===== config.mk =====
export PLATFORM = sky130hd
export DESIGN_NAME = stray_linefeed_filter
export DESIGN_NICKNAME = d
export VERILOG_FILES = /design/src/rtl/slfilt_pkg.sv /design/src/rtl/stray_linefeed_filter.sv /design/src/rtl/slfilt_front.sv /design/src/rtl/slfilt_cmdq.sv /design/src/rtl/slfilt_back.sv
export SDC_FILE = /design/constraint.sdc
export NUM_CORES = 1
export LEC_CHECK = 0
export BUFFER_PORTS_ARGS = -buffer_cell sky130_fd_sc_hd__buf_2
export CAP_MARGIN = 30
export CELL_PAD_IN_SITES_DETAIL_PLACEMENT = 1
export CELL_PAD_IN_SITES_GLOBAL_PLACEMENT = 1
export CORE_MARGIN = 3
export CORE_UTILIZATION = 50
export DETAILED_ROUTE_END_ITERATION = 10
export PLACE_DENSITY = 0.84
export SLEW_MARGIN = 20
export SYNTH_ARGS = -nofsm -noshare
export SYNTH_HDL_FRONTEND = slang
export SYNTH_HIERARCHICAL = 1
export SYNTH_SLANG_ARGS = --single-unit

===== constraint.sdc =====
create_clock -name clk_i -period 7.1 [get_ports clk_i]
set_clock_uncertainty 0.1 [all_clocks]
set_input_delay 0.71 -clock clk_i [delete_from_list [all_inputs] [get_ports clk_i]]
set_output_delay 0.71 -clock clk_i [all_outputs]
set_load 0.02 [all_outputs]

===== src/rtl/slfilt_pkg.sv =====
// ----------------------------------------------------------------------------
// slfilt_pkg: shared types and constants of the stray line-end filter
// Holds the configuration bundle, the command passed from front to back,
// register indexes and the pattern byte lookup.
// ----------------------------------------------------------------------------
package slfilt_pkg;

  localparam int MAX_PATTERN_BYTES = 16;
  localparam int CNT_W             = $clog2(MAX_PATTERN_BYTES + 1);
  localparam int PIDX_W            = $clog2(MAX_PATTERN_BYTES);
  // Longest run: line end, full prefix, trailing byte.
  localparam int RUN_W             = $clog2(MAX_PATTERN_BYTES + 3);

  localparam logic [7:0] LINE_END_RESET = 8'h0a;

  localparam int CMDQ_DEPTH = 2;
  localparam int CMDQ_AW    = $clog2(CMDQ_DEPTH);
  localparam int CMDQ_CW    = $clog2(CMDQ_DEPTH + 1);

  // Configuration register indexes.
  localparam logic [1:0] REG_PAT_LOW  = 2'd0;
  localparam logic [1:0] REG_PAT_HIGH = 2'd1;
  localparam logic [1:0] REG_PAT_LEN  = 2'd2;
  localparam logic [1:0] REG_LINE_END = 2'd3;

  typedef struct packed {
    logic [63:0]      pat_lo;
    logic [63:0]      pat_hi;
    logic [CNT_W-1:0] plen;     // already clamped to MAX_PATTERN_BYTES
    logic [7:0]       line_end;
  } cfg_t;

  // One run of results: [line end] [pattern prefix] [trailing byte]
  typedef struct packed {
    logic             lead;
    logic [CNT_W-1:0] pcnt;
    logic             tail_v;
    logic [7:0]       tail_b;
    logic             last;
    logic             err;
  } cmd_t;

  function automatic logic [7:0] pat_byte(input cfg_t cfg, input logic [CNT_W-1:0] k);
    logic [127:0] both;
    both = {cfg.pat_hi, cfg.pat_lo};
    if (k >= CNT_W'(MAX_PATTERN_BYTES)) begin
      return 8'h00;
    end
    return both[{k[PIDX_W-1:0], 3'b000} +: 8];
  endfunction

endpackage


===== src/rtl/stray_linefeed_filter.sv =====
// ----------------------------------------------------------------------------
// stray_linefeed_filter: drops stray line ends from a marked byte stream
// The first result of an item passes the command queue, then the emitter's
//   output register. Throughput: one result per cycle out of the emitter
//   while results are popped; a run of n results leaves one after another.
// The emitter's single output register sets the rate.
// Reset (rst_ni low, async): no held line end, command queue and output
//   register empty, pattern cleared, line-end byte back to 0x0a.
// ----------------------------------------------------------------------------
module stray_linefeed_filter (
  input  logic        clk_i,
  input  logic        rst_ni,
  // input side
  input  logic        push,
  output logic        full,
  input  logic [7:0]  in_byte_i,
  input  logic        stream_end_i,
  // result side
  output logic        empty,
  input  logic        pop,
  output logic [7:0]  out_byte_o,
  output logic        run_last_o,
  output logic        stream_last_o,
  output logic        error_seen_o,
  // configuration writes
  input  logic        cfg_valid_i,
  output logic        cfg_ready_o,
  input  logic [1:0]  cfg_index_i,
  input  logic [63:0] cfg_data_i
);
  import slfilt_pkg::*;

  // Configuration registers. The user must write them only while the filter is
  // idle; the block itself does not enforce it, and both halves read them live.
  logic [63:0]      pat_lo_q, pat_hi_q;
  logic [CNT_W-1:0] plen_q;
  logic [7:0]       le_q;
  cfg_t             cfg;

  // Front to back.
  logic             accept;
  logic             cmd_wr;
  cmd_t             cmd_wdata;
  logic             cmd_valid;
  cmd_t             cmd_head;
  logic             cmd_pop;

  assign cfg_ready_o = 1'b1;

  always_ff @(posedge clk_i or negedge rst_ni) begin
    if (!rst_ni) begin
      pat_lo_q <= '0;
      pat_hi_q <= '0;
      plen_q   <= '0;
      le_q     <= LINE_END_RESET;
    end else if (cfg_valid_i) begin
      unique case (cfg_index_i)
        REG_PAT_LOW:  pat_lo_q <= cfg_data_i;
        REG_PAT_HIGH: pat_hi_q <= cfg_data_i;
        REG_PAT_LEN:  plen_q   <= cfg_data_i[CNT_W-1:0];
        REG_LINE_END: le_q     <= cfg_data_i[7:0];
        default:      le_q     <= le_q;
      endcase
    end
  end

  // Lengths beyond the pattern storage clamp to its size.
  always_comb begin
    cfg.pat_lo   = pat_lo_q;
    cfg.pat_hi   = pat_hi_q;
    cfg.line_end = le_q;
    cfg.plen     = (plen_q > CNT_W'(MAX_PATTERN_BYTES)) ? CNT_W'(MAX_PATTERN_BYTES)
                                                        : plen_q;
  end

  // An item is taken whenever the command queue has room, even if it
  // produces no command (a held or dropped line end).
  assign accept = push && !full;

  slfilt_front u_front (
    .clk_i        (clk_i),
    .rst_ni       (rst_ni),
    .cfg_i        (cfg),
    .accept_i     (accept),
    .in_byte_i    (in_byte_i),
    .stream_end_i (stream_end_i),
    .cmd_valid_o  (cmd_wr),
    .cmd_o        (cmd_wdata)
  );

  slfilt_cmdq u_cmdq (
    .clk_i      (clk_i),
    .rst_ni     (rst_ni),
    .wr_en_i    (cmd_wr),
    .wr_data_i  (cmd_wdata),
    .full_o     (full),
    .rd_en_i    (cmd_pop),
    .rd_valid_o (cmd_valid),
    .rd_data_o  (cmd_head)
  );

  // Emitter: line end, then the matched prefix out of the pattern
  // registers, then the trailing byte, each as a separate result item.
  slfilt_back u_back (
    .clk_i         (clk_i),
    .rst_ni        (rst_ni),
    .cfg_i         (cfg),
    .cmd_valid_i   (cmd_valid),
    .cmd_i         (cmd_head),
    .cmd_pop_o     (cmd_pop),
    .empty_o       (empty),
    .pop_i         (pop),
    .out_byte_o    (out_byte_o),
    .run_last_o    (run_last_o),
    .stream_last_o (stream_last_o),
    .error_seen_o  (error_seen_o)
  );

endmodule


===== src/rtl/slfilt_front.sv =====
// ----------------------------------------------------------------------------
// slfilt_front: item classifier
// Tracks the held line end and the pattern match, and turns each item into
// at most one run command for the back end.
// ----------------------------------------------------------------------------
module slfilt_front (
  input  logic               clk_i,
  input  logic               rst_ni,
  input  slfilt_pkg::cfg_t   cfg_i,
  input  logic               accept_i,
  input  logic [7:0]         in_byte_i,
  input  logic               stream_end_i,
  output logic               cmd_valid_o,
  output slfilt_pkg::cmd_t   cmd_o
);
  import slfilt_pkg::*;

  logic             hold_q, hold_d;
  logic [CNT_W-1:0] mcnt_q, mcnt_d;
  logic             err_q, err_d;

  logic             is_le;
  logic             fresh;
  logic [CNT_W-1:0] m1;
  cmd_t             cmd;

  assign is_le = (in_byte_i == cfg_i.line_end);
  assign m1    = mcnt_q + CNT_W'(1);

  always_comb begin
    hold_d     = hold_q;
    mcnt_d     = mcnt_q;
    err_d      = err_q;
    fresh      = 1'b1;
    cmd        = '0;
    cmd.tail_b = in_byte_i;
    cmd.last   = stream_end_i;

    if (hold_q) begin
      priority if (is_le && (mcnt_q == '0)) begin
        hold_d = 1'b0;                    // doubled line end, drop quietly
      end else if (mcnt_q >= cfg_i.plen) begin
        cmd.lead = 1'b1;
        cmd.pcnt = mcnt_q;
        hold_d   = 1'b0;
        mcnt_d   = '0;
      end else if (!is_le && (in_byte_i == pat_byte(cfg_i, mcnt_q))) begin
        fresh = 1'b0;
        priority if (m1 >= cfg_i.plen) begin
          cmd.lead = 1'b1;
          cmd.pcnt = m1;
          hold_d   = 1'b0;
          mcnt_d   = '0;
        end else if (stream_end_i) begin
          err_d    = 1'b1;                // partial match at stream end
          cmd.pcnt = m1;
          hold_d   = 1'b0;
          mcnt_d   = '0;
        end else begin
          mcnt_d = m1;
        end
      end else begin
        err_d    = 1'b1;                  // mismatch: line end dropped
        cmd.pcnt = mcnt_q;
        hold_d   = 1'b0;
        mcnt_d   = '0;
      end
    end

    if (fresh) begin
      if (is_le && !stream_end_i) begin
        hold_d = 1'b1;
        mcnt_d = '0;
      end else begin
        cmd.tail_v = 1'b1;
      end
    end

    cmd.err = err_d;
  end

  assign cmd_o       = cmd;
  assign cmd_valid_o = accept_i && (cmd.lead || (cmd.pcnt != '0) || cmd.tail_v);

  always_ff @(posedge clk_i or negedge rst_ni) begin
    if (!rst_ni) begin
      hold_q <= 1'b0;
      mcnt_q <= '0;
      err_q  <= 1'b0;
    end else if (accept_i) begin
      if (stream_end_i) begin
        hold_q <= 1'b0;
        mcnt_q <= '0;
        err_q  <= 1'b0;
      end else begin
        hold_q <= hold_d;
        mcnt_q <= mcnt_d;
        err_q  <= err_d;
      end
    end
  end

endmodule


===== src/rtl/slfilt_cmdq.sv =====
// ----------------------------------------------------------------------------
// slfilt_cmdq: command queue
// Small register queue between classifier and emitter.
// ----------------------------------------------------------------------------
module slfilt_cmdq (
  input  logic             clk_i,
  input  logic             rst_ni,
  input  logic             wr_en_i,
  input  slfilt_pkg::cmd_t wr_data_i,
  output logic             full_o,
  input  logic             rd_en_i,
  output logic             rd_valid_o,
  output slfilt_pkg::cmd_t rd_data_o
);
  import slfilt_pkg::*;

  cmd_t               entry_q [CMDQ_DEPTH];
  logic [CMDQ_AW-1:0] wptr_q, rptr_q;
  logic [CMDQ_CW-1:0] cnt_q;

  assign full_o     = (cnt_q == CMDQ_CW'(CMDQ_DEPTH));
  assign rd_valid_o = (cnt_q != '0);
  assign rd_data_o  = entry_q[rptr_q];

  always_ff @(posedge clk_i) begin
    if (wr_en_i) begin
      entry_q[wptr_q] <= wr_data_i;
    end
  end

  always_ff @(posedge clk_i or negedge rst_ni) begin
    if (!rst_ni) begin
      wptr_q <= '0;
      rptr_q <= '0;
      cnt_q  <= '0;
    end else begin
      if (wr_en_i) begin
        wptr_q <= wptr_q + CMDQ_AW'(1);
      end
      if (rd_en_i) begin
        rptr_q <= rptr_q + CMDQ_AW'(1);
      end
      unique case ({wr_en_i, rd_en_i})
        2'b10:   cnt_q <= cnt_q + CMDQ_CW'(1);
        2'b01:   cnt_q <= cnt_q - CMDQ_CW'(1);
        default: cnt_q <= cnt_q;
      endcase
    end
  end

endmodule


===== src/rtl/slfilt_back.sv =====
// ----------------------------------------------------------------------------
// slfilt_back: run emitter
// Expands the head command into result bytes, one per cycle into an output
// register, stalling while that register is full and not popped.
// ----------------------------------------------------------------------------
module slfilt_back (
  input  logic             clk_i,
  input  logic             rst_ni,
  input  slfilt_pkg::cfg_t cfg_i,
  input  logic             cmd_valid_i,
  input  slfilt_pkg::cmd_t cmd_i,
  output logic             cmd_pop_o,
  output logic             empty_o,
  input  logic             pop_i,
  output logic [7:0]       out_byte_o,
  output logic             run_last_o,
  output logic             stream_last_o,
  output logic             error_seen_o
);
  import slfilt_pkg::*;

  logic [RUN_W-1:0] idx_q;
  logic [RUN_W-1:0] run_len;
  logic [RUN_W-1:0] k;
  logic             at_end;
  logic             step;
  logic [7:0]       sel_byte;

  logic             ov_q;
  logic [7:0]       obyte_q;
  logic             orun_q, olast_q, oerr_q;

  assign run_len = RUN_W'(cmd_i.lead) + RUN_W'(cmd_i.pcnt) + RUN_W'(cmd_i.tail_v);
  assign at_end  = (idx_q == run_len - RUN_W'(1));
  assign k       = idx_q - RUN_W'(cmd_i.lead);
  assign step    = cmd_valid_i && (!ov_q || pop_i);

  always_comb begin
    priority if (cmd_i.lead && (idx_q == '0)) begin
      sel_byte = cfg_i.line_end;
    end else if (k < RUN_W'(cmd_i.pcnt)) begin
      sel_byte = pat_byte(cfg_i, k[CNT_W-1:0]);
    end else begin
      sel_byte = cmd_i.tail_b;
    end
  end

  assign cmd_pop_o = step && at_end;

  always_ff @(posedge clk_i or negedge rst_ni) begin
    if (!rst_ni) begin
      idx_q <= '0;
      ov_q  <= 1'b0;
    end else begin
      if (step) begin
        idx_q <= at_end ? '0 : idx_q + RUN_W'(1);
        ov_q  <= 1'b1;
      end else if (pop_i) begin
        ov_q  <= 1'b0;
      end
    end
  end

  always_ff @(posedge clk_i) begin
    if (step) begin
      obyte_q <= sel_byte;
      orun_q  <= at_end;
      olast_q <= at_end && cmd_i.last;
      oerr_q  <= cmd_i.err;
    end
  end

  assign empty_o       = !ov_q;
  assign out_byte_o    = obyte_q;
  assign run_last_o    = orun_q;
  assign stream_last_o = olast_q;
  assign error_seen_o  = oerr_q;

endmodule

==> results.cfg, run 1 <==
[die]
fp.dieH_microns = 161
die_area_sq_um = 25800
floorplan.core_area_sq_um = 23100
std_cell_rows = 55
ios = 94
start_util = 0.519
chipWidth_microns = 161

[yosys]
synth_flop_cell = sky130_fd_sc_hd__dfrtp_1
syn_avg_cell_area_sq_um = 14.0
post-synth-top-count-cell = sky130_fd_sc_hd__dfrtp_1
synth_warnings = 6
synth-async-reset-ratio = 0.778
synth_seq_cells = 203
seq_area_frac_synth = 0.444
synth_top_area_frac = 0.326
syn-num-nets = 962
synthTopCellsByCount = sky130_fd_sc_hd__dfrtp_1 (156), sky130_fd_sc_hd__mux2_4 (129), sky130_fd_sc_hd__mux2i_1 (64)
netlist.top_cell.by_area = sky130_fd_sc_hd__dfrtp_1
synth_cells = 855
synth-edff-count = 45
netlist-cell-type-count = 67
post_synth_design_cell_area_sq_um = 12000
synth.top_cells.by_area = sky130_fd_sc_hd__dfrtp_1 (33%), sky130_fd_sc_hd__mux2_4 (16%), sky130_fd_sc_hd__edfxtp_1 (11%), sky130_fd_sc_hd__mux4_2 (7.7%), sky130_fd_sc_hd__mux2i_1 (5.4%)

[timing]
layout_setup_ws_ns = 1.77
fin_crit_ns = 5.33
finalSetupViolCount = 0
setup_tns_final_ns = 0
report.final.slew_viol_count = 0
maxSlewHeadroom = 0.346
max_freq_mhz = 188
timing.final.hold_violations = 0
grt_setup_unrepaired = no
finalCritPeriodShare = 0.751
hold_slack_ns = 0.336
tightestPinTransition_ns = 0.980

[route]
drt-pass1-iter-count = 5
dr_total_vias = 7612
vias_per_cell = 6.08
dr.first_iter.drc_count = 474
totalWireLength_microns = 31900
drt.antenna.violating_nets = 0
detail_route.drc_violations = 0
routed_wire_length_per_instance_microns = 25.5

[cells_and_area]
layout.nets = 1032
post_route_cells_drive_above_1_share = 0.378
antenna_cells = 0
n_fill_cell = 2257
areaGrowthSynthToFinish_pct = 10.2
utilization = 0.572

[status]
outcome = finished, final reports clean

[clock_tree]
cts_made_buffers = 23
clock_latency_ns = 0.52
cts.root.buffer_cell = sky130_fd_sc_hd__clkbuf_16
cts.path.max_buffers = 3
postCtsSetupBuffers = 0
clock_tree.htree_level_count = 1
number_of_clock_sinks = 203
tritoncts = built
clock_slew_seen_by_the_registers_of_the_worst_setup_and_hold_paths_ns = 0.07

[power_and_ir_drop]
finalPower_mw = 4.85
power_density_nw_per_um2 = 368
leakage_power_nw = 5.61
power.ir.vdd_worst_mv = 0.239

[global_route]
grt_antenna_before_repair = 1
grt_pass1_vias = 8508
grt-ovfl-total = 0
groute.usage.overall = 0.251
grt_start_max_net_pins = 103
grt_pass1_wl_microns = 50700

[worst_setup_path]
crit_path_arrival_time_ns = 5.44
critical_path.max_fanout = 19
worstSetupPathType = flop to flop
cp_data_required_time_ns = 7.21
timing.critical_path.from_type = flop
critPathCaptureType = flop

[placed_design]
detailedPlacementHpwl_microns = 22700
port_buffers = 92
preCtsSetupSlack_ns = 1.87
globalplace.congestion = 0.939

[job]
maxCapViolations = 0

[hold_path]
hp-class = input port to flop
repair_timing:
item / 4_1_cts / 5_1_grt
gates resized for setup: 0 / 0
hold endpoints to repair: 0 / 18
hold buffers: 0 / 1
through the flow:
step                area, sq um  cells
global route              13200   1252
floorplan                 12000    855
detailed placement        12400   1210
finish                    13200   1252
CTS                       13100   1249
global placement          12400   1210
cells by family (layout without fill, tap and decap cells):
family                   Yosys count  count (layout)  synth area share
XOR/XNOR                          30              30            0.0235
adder cells (fa/ha/maj)           27              27            0.0289
buffers and inverters             89             173            0.0543
AND/OR/NAND/NOR                  132             132            0.0649
multiplexers                     264             264             0.321
flip-flops                       203             203             0.444
AO/OA/AOI/OAI                    109             109            0.0631
other                              1               1          0.000314
final timing paths:
path                                    from                   end  slack (ns)  depth (start not counted)
min reg2reg                  u_cmdq/cnt_q[1]       u_cmdq/cnt_q[1]        0.39                          1
min in group asynchronous             rst_ni          pat_hi_q[27]        0.51                          2
max in group asynchronous             rst_ni     u_front/mcnt_q[0]        5.26                          3
max                        u_front/mcnt_q[2]  u_cmdq/entry_q[0][6]        1.77                         12
max reg2reg                u_front/mcnt_q[2]  u_cmdq/entry_q[0][6]        1.77                         12
min                           cfg_data_i[26]          pat_lo_q[26]        0.34                          2
sequential cells by signal, indices dropped and copies added, names as in the netlist, 2 cells and up:
| signal | cells |
|---|---|
| pat_hi_q | 64 |
| pat_lo_q | 64 |
| u_cmdq/entry_q | 34 |
| le_q | 8 |
| u_back/out_byte_o | 8 |
| plen_q | 5 |
| u_back/idx_q | 5 |
| u_front/mcnt_q | 5 |
| u_cmdq/cnt_q | 2 |
cells in the final DEF (no fill, tap or decap), types with 18 or more instances in the layout:
| cell type | instances |
|---|---|
| sky130_fd_sc_hd__mux2_4 | 129 |
| sky130_fd_sc_hd__buf_2 | 91 |
| sky130_fd_sc_hd__dfrtp_1 | 155 |
| sky130_fd_sc_hd__ha_1 | 25 |
| sky130_fd_sc_hd__inv_1 | 28 |
| sky130_fd_sc_hd__mux4_2 | 41 |
| sky130_fd_sc_hd__nor2_1 | 18 |
| sky130_fd_sc_hd__mux2i_1 | 64 |
| sky130_fd_sc_hd__mux2_2 | 30 |
| sky130_fd_sc_hd__a22oi_1 | 23 |
| sky130_fd_sc_hd__nand3_1 | 23 |
| sky130_fd_sc_hd__edfxtp_1 | 45 |
| sky130_fd_sc_hd__nand2_1 | 20 |
| sky130_fd_sc_hd__clkbuf_16 | 24 |
layout make-up:
cell class / instances / area (sq um) / area share
Inverter: 29 / 109 / 0.00826
Sequential cell: 203 / 5310 / 0.403
Timing Repair Buffer: 105 / 587 / 0.0445
Tap cell: 313 / 392 / 0.0297
Clock buffer: 35 / 722 / 0.0548
Multi-Input combinational cell: 563 / 6010 / 0.456
Clock inverter: 4 / 46.3 / 0.00351
power by group:
part	internal, mW	switching (mW)	leakage, nW	total, mW
logic	0.945	0.978	2.93	1.92
registers	1.48	0.237	2.30	1.71
clock network	0.732	0.484	0.383	1.22
total	3.15	1.70	5.61	4.85
critical path, stage by stage, from the launching register on:
cell and delay [ns]:
sky130_fd_sc_hd__dfrtp_1 0.83, sky130_fd_sc_hd__nor2b_1 0.84, sky130_fd_sc_hd__a22oi_1 0.22, sky130_fd_sc_hd__and3_1 0.26
sky130_fd_sc_hd__or3_1 0.37, sky130_fd_sc_hd__a211oi_2 0.37, sky130_fd_sc_hd__nand4_4 0.23, sky130_fd_sc_hd__nor2_8 0.29
sky130_fd_sc_hd__mux2_2 0.37, sky130_fd_sc_hd__o211ai_1 0.18, sky130_fd_sc_hd__inv_1 0.15, sky130_fd_sc_hd__nor2_1 0.50
sky130_fd_sc_hd__buf_4 0.32
per-layer routing:
layer | track usage | vias to the layer above | wire (microns)
met5 | 0 | - | 9
met4 | 0.0860 | 2 | 1230
met3 | 0.0343 | 77 | 1350
met2 | 0.429 | 236 | 16000
met1 | 0.329 | 3977 | 13400
li1 | - | 3320 | -
Note: power is estimated with default switching activity, not from simulation.
==> run 2: changes to the inputs <==
- ABC_AREA: unset -> 1
- CORE_UTILIZATION: 50 -> 45
- PLACE_DENSITY: 0.84 -> 0.85
- clock period: 7.1 -> 5.4 ns (I/O delays scaled with it)
==> results.cfg, run 2 <==
[route]
routed_wire_length_per_instance_microns = 19.8
totalWireLength_microns = 42600
detail_route.drc_violations = 0
dr.first_iter.drc_count = 1089
vias_per_cell = 5.55
dr_total_vias = 11900
drt.antenna.violating_nets = 0
drt-pass1-iter-count = 5

[hold_path]
hp-class = input port to flop

[power_and_ir_drop]
power_switching_share = 0.456
power_switching_mw = 3.21
power.share.clock = 0.218
power.combinational.fraction = 0.465
leakage_power_nw = 7.19
share_seq_of_total_power = 0.316
power.ir.vdd_worst_mv = 0.271
power_density_nw_per_um2 = 516
internal_power_mw = 3.83

[worst_setup_path]
critPathCaptureType = flop
cp_data_required_time_ns = 5.45
critical_path.max_fanout = 17
timing.critical_path.from_type = flop
crit_path_arrival_time_ns = 4.43
worstSetupPathType = flop to flop

[clock_tree]
postCtsSetupBuffers = 0
clock_tree.htree_level_count = 1
clock_slew_seen_by_the_registers_of_the_worst_setup_and_hold_paths_ns = 0.06
cts_made_buffers = 23
cts.path.max_buffers = 3
tritoncts = built
cts.root.buffer_cell = sky130_fd_sc_hd__clkbuf_16
clock_latency_ns = 0.53
number_of_clock_sinks = 203

[global_route]
grt_antenna_before_repair = 0
grt_pass1_vias = 12400
grt_pass1_wl_microns = 68400
grt_start_max_net_pins = 95
grt-ovfl-total = 0
groute.usage.overall = 0.284

[yosys]
synth-adder-area-share = 0.0275
synth-edff-count = 45
synth-compound-area-share = 0.0754
synth-async-reset-ratio = 0.778
syn_avg_cell_area_sq_um = 7.25
synth_seq_cells = 203
synth_top_area_frac = 0.311
dominant_combinational_cell_family_by_area_after_synthesis = simple AND/OR/NAND/NOR gates
synth_mux_area_frac = 0
synth_flop_cell = sky130_fd_sc_hd__dfrtp_1
syn-num-nets = 1840
post_synth_design_cell_area_sq_um = 12600
synth.top_cells.by_area = sky130_fd_sc_hd__dfrtp_1 (31%), sky130_fd_sc_hd__nand2_1 (18%), sky130_fd_sc_hd__edfxtp_1 (11%), sky130_fd_sc_hd__nand3_1 (9.8%), sky130_fd_sc_hd__inv_1 (6.4%)
post-synth-top-count-cell = sky130_fd_sc_hd__nand2_1
synth_simple_gate_area_frac = 0.328
seq_area_frac_synth = 0.423
synth_xor_area_frac = 0.0159
synthTopCellsByCount = sky130_fd_sc_hd__nand2_1 (593), sky130_fd_sc_hd__nand3_1 (247), sky130_fd_sc_hd__inv_1 (215)
netlist-cell-type-count = 45
synth_warnings = 6
netlist.top_cell.by_area = sky130_fd_sc_hd__dfrtp_1
synth_cells = 1733

[placed_design]
placedCellCount = 2110
detailedPlacementHpwl_microns = 30400
globalplace.congestion = 0.926
port_buffers = 92

[timing]
finalSetupViolCount = 0
max_freq_mhz = 228
maxSlewHeadroom = 0.423
report.final.slew_viol_count = 0
finalCritPeriodShare = 0.812
tightestPinTransition_ns = 0.866
timing.final.hold_violations = 0
hold_slack_ns = 0.121
setup_tns_final_ns = 0
fin_crit_ns = 4.38
grt_setup_unrepaired = no

[die]
start_util = 0.462
floorplan.core_area_sq_um = 27200
std_cell_rows = 60
die_area_sq_um = 30000
ios = 94
fp.dieH_microns = 173
chipWidth_microns = 173

[cells_and_area]
areaGrowthSynthToFinish_pct = 8.72
utilization = 0.502
final_cells = 2153
post_route_cells_drive_above_1_share = 0.109
n_fill_cell = 3595
antenna_cells = 0
reg_top3 = pat_hi_q: 64 flops, pat_lo_q: 64 flops, u_cmdq/entry_q: 34 flops
commonest_non_fill_non_tap_cells_in_the_layout = sky130_fd_sc_hd__nand2_1 (593), sky130_fd_sc_hd__nand3_1 (246), sky130_fd_sc_hd__inv_1 (215), sky130_fd_sc_hd__dfrtp_1 (155), sky130_fd_sc_hd__nor2_1 (95)
layout.nets = 1873
mostFrequentLayoutCell = sky130_fd_sc_hd__nand2_1
seqCellArea_sq_um = 5310
multiInputGateArea_sq_um = 5640

[status]
outcome = finished, final reports clean

[job]
maxCapViolations = 0
## run 2: cell types whose count changed after synthesis, moves of 30 or more
cell                      change
sky130_fd_sc_hd__o21ai_0     +33
sky130_fd_sc_hd__mux4_2      -41
sky130_fd_sc_hd__nand3_1    +224
sky130_fd_sc_hd__inv_1      +187
sky130_fd_sc_hd__mux2_2      -30
sky130_fd_sc_hd__mux2_4     -129
sky130_fd_sc_hd__mux2i_1     -64
sky130_fd_sc_hd__nor2_1      +78
sky130_fd_sc_hd__nand2_1    +573
sky130_fd_sc_hd__o21ai_1     +75
## run 2: cell type report
cell class / instances / area share
clock buffer: 31 / 0.0458
clock inverter: 9 / 0.00687
inverter: 229 / 0.0631
multi-input combinational: 1197 / 0.413
sequential: 203 / 0.389
tap: 372 / 0.0341
timing repair buffer: 112 / 0.0480
## run 2: cell families (layout without fill, tap and decap cells)
kind of cell,count (synthesis),count (layout)
other cells,1,1
compound gates,170,170
flops,203,203
buf+inv,333,381
fa+ha+maj,27,27
simple gates,977,977
xor+xnor,22,22
## run 2: repair_timing
| action | CTS | global route |
|---|---|---|
| hold buffers | 0 | 1 |
| gates resized for setup | 0 | 0 |
| hold endpoints to repair | 0 | 30 |
## run 2: through the flow
stage	setup WS (ns)	power [mW]	instance area, sq um
floorplan	1.53	4.50	12600
global placement	1.39	5.28	12900
detailed placement	1.10	5.44	12900
CTS	1.09	7.01	13600
global route	0.729	7.52	13700
finish	1.02	7.04	13700
## run 2: routing by layer
metal / global-route usage / wire length (microns) / part of all wire / vias to the layer above
li1: - / - / - / 5533
met1: 0.386 / 18400 / 0.43 / 5945
met2: 0.475 / 20400 / 0.48 / 387
met3: 0.0393 / 2670 / 0.063 / 76
met4: 0.0794 / 1130 / 0.026 / 0
met5: 0 / 0 / 0 / -
## run 2: worst paths after layout
| path | from | endpoint | slack [ns] | cells after the start |
|---|---|---|---|---|
| max in group asynchronous | rst_ni | pat_hi_q[52] | 3.79 | 4 |
| min in group asynchronous | rst_ni | pat_hi_q[7] | 0.39 | 2 |
| worst max-delay path | u_front/mcnt_q[2] | u_cmdq/entry_q[1][2] | 1.02 | 20 |
| worst max register to register | u_front/mcnt_q[2] | u_cmdq/entry_q[1][2] | 1.02 | 20 |
| worst min register to register | u_cmdq/cnt_q[1] | u_cmdq/cnt_q[1] | 0.39 | 2 |
| worst min-delay path | pop | u_back/ov_q | 0.12 | 2 |
## run 2: power by group through the flow
stage / combinational (mW) / clock (mW) / sequential [mW]
after floorplan: 2.33 / 0 / 2.17
after global placement: 3.06 / 0 / 2.23
after detailed placement: 3.20 / 0 / 2.25
after CTS: 3.22 / 1.57 / 2.22
after global routing: 3.63 / 1.63 / 2.26
final: 3.28 / 1.54 / 2.23
## run 2: worst max-delay path, cell delays in order, from the launching register on
cell and delay [ns]:
sky130_fd_sc_hd__dfrtp_1 0.68, sky130_fd_sc_hd__inv_1 0.40, sky130_fd_sc_hd__nor2_1 0.47, sky130_fd_sc_hd__nand2_1 0.13
sky130_fd_sc_hd__nand2_1 0.11, sky130_fd_sc_hd__inv_2 0.03, sky130_fd_sc_hd__nand2_1 0.08, sky130_fd_sc_hd__nand2_1 0.06
sky130_fd_sc_hd__nand2_1 0.11, sky130_fd_sc_hd__nand2_1 0.06, sky130_fd_sc_hd__nor2_1 0.11, sky130_fd_sc_hd__nand2_1 0.10
sky130_fd_sc_hd__nor2_4 0.19, sky130_fd_sc_hd__nand3_4 0.12, sky130_fd_sc_hd__nand2_1 0.08, sky130_fd_sc_hd__nand2_1 0.07
sky130_fd_sc_hd__nor2_2 0.14, sky130_fd_sc_hd__nor2_1 0.05, sky130_fd_sc_hd__a21oi_1 0.26, sky130_fd_sc_hd__nand2_1 0.09
sky130_fd_sc_hd__inv_1 0.53
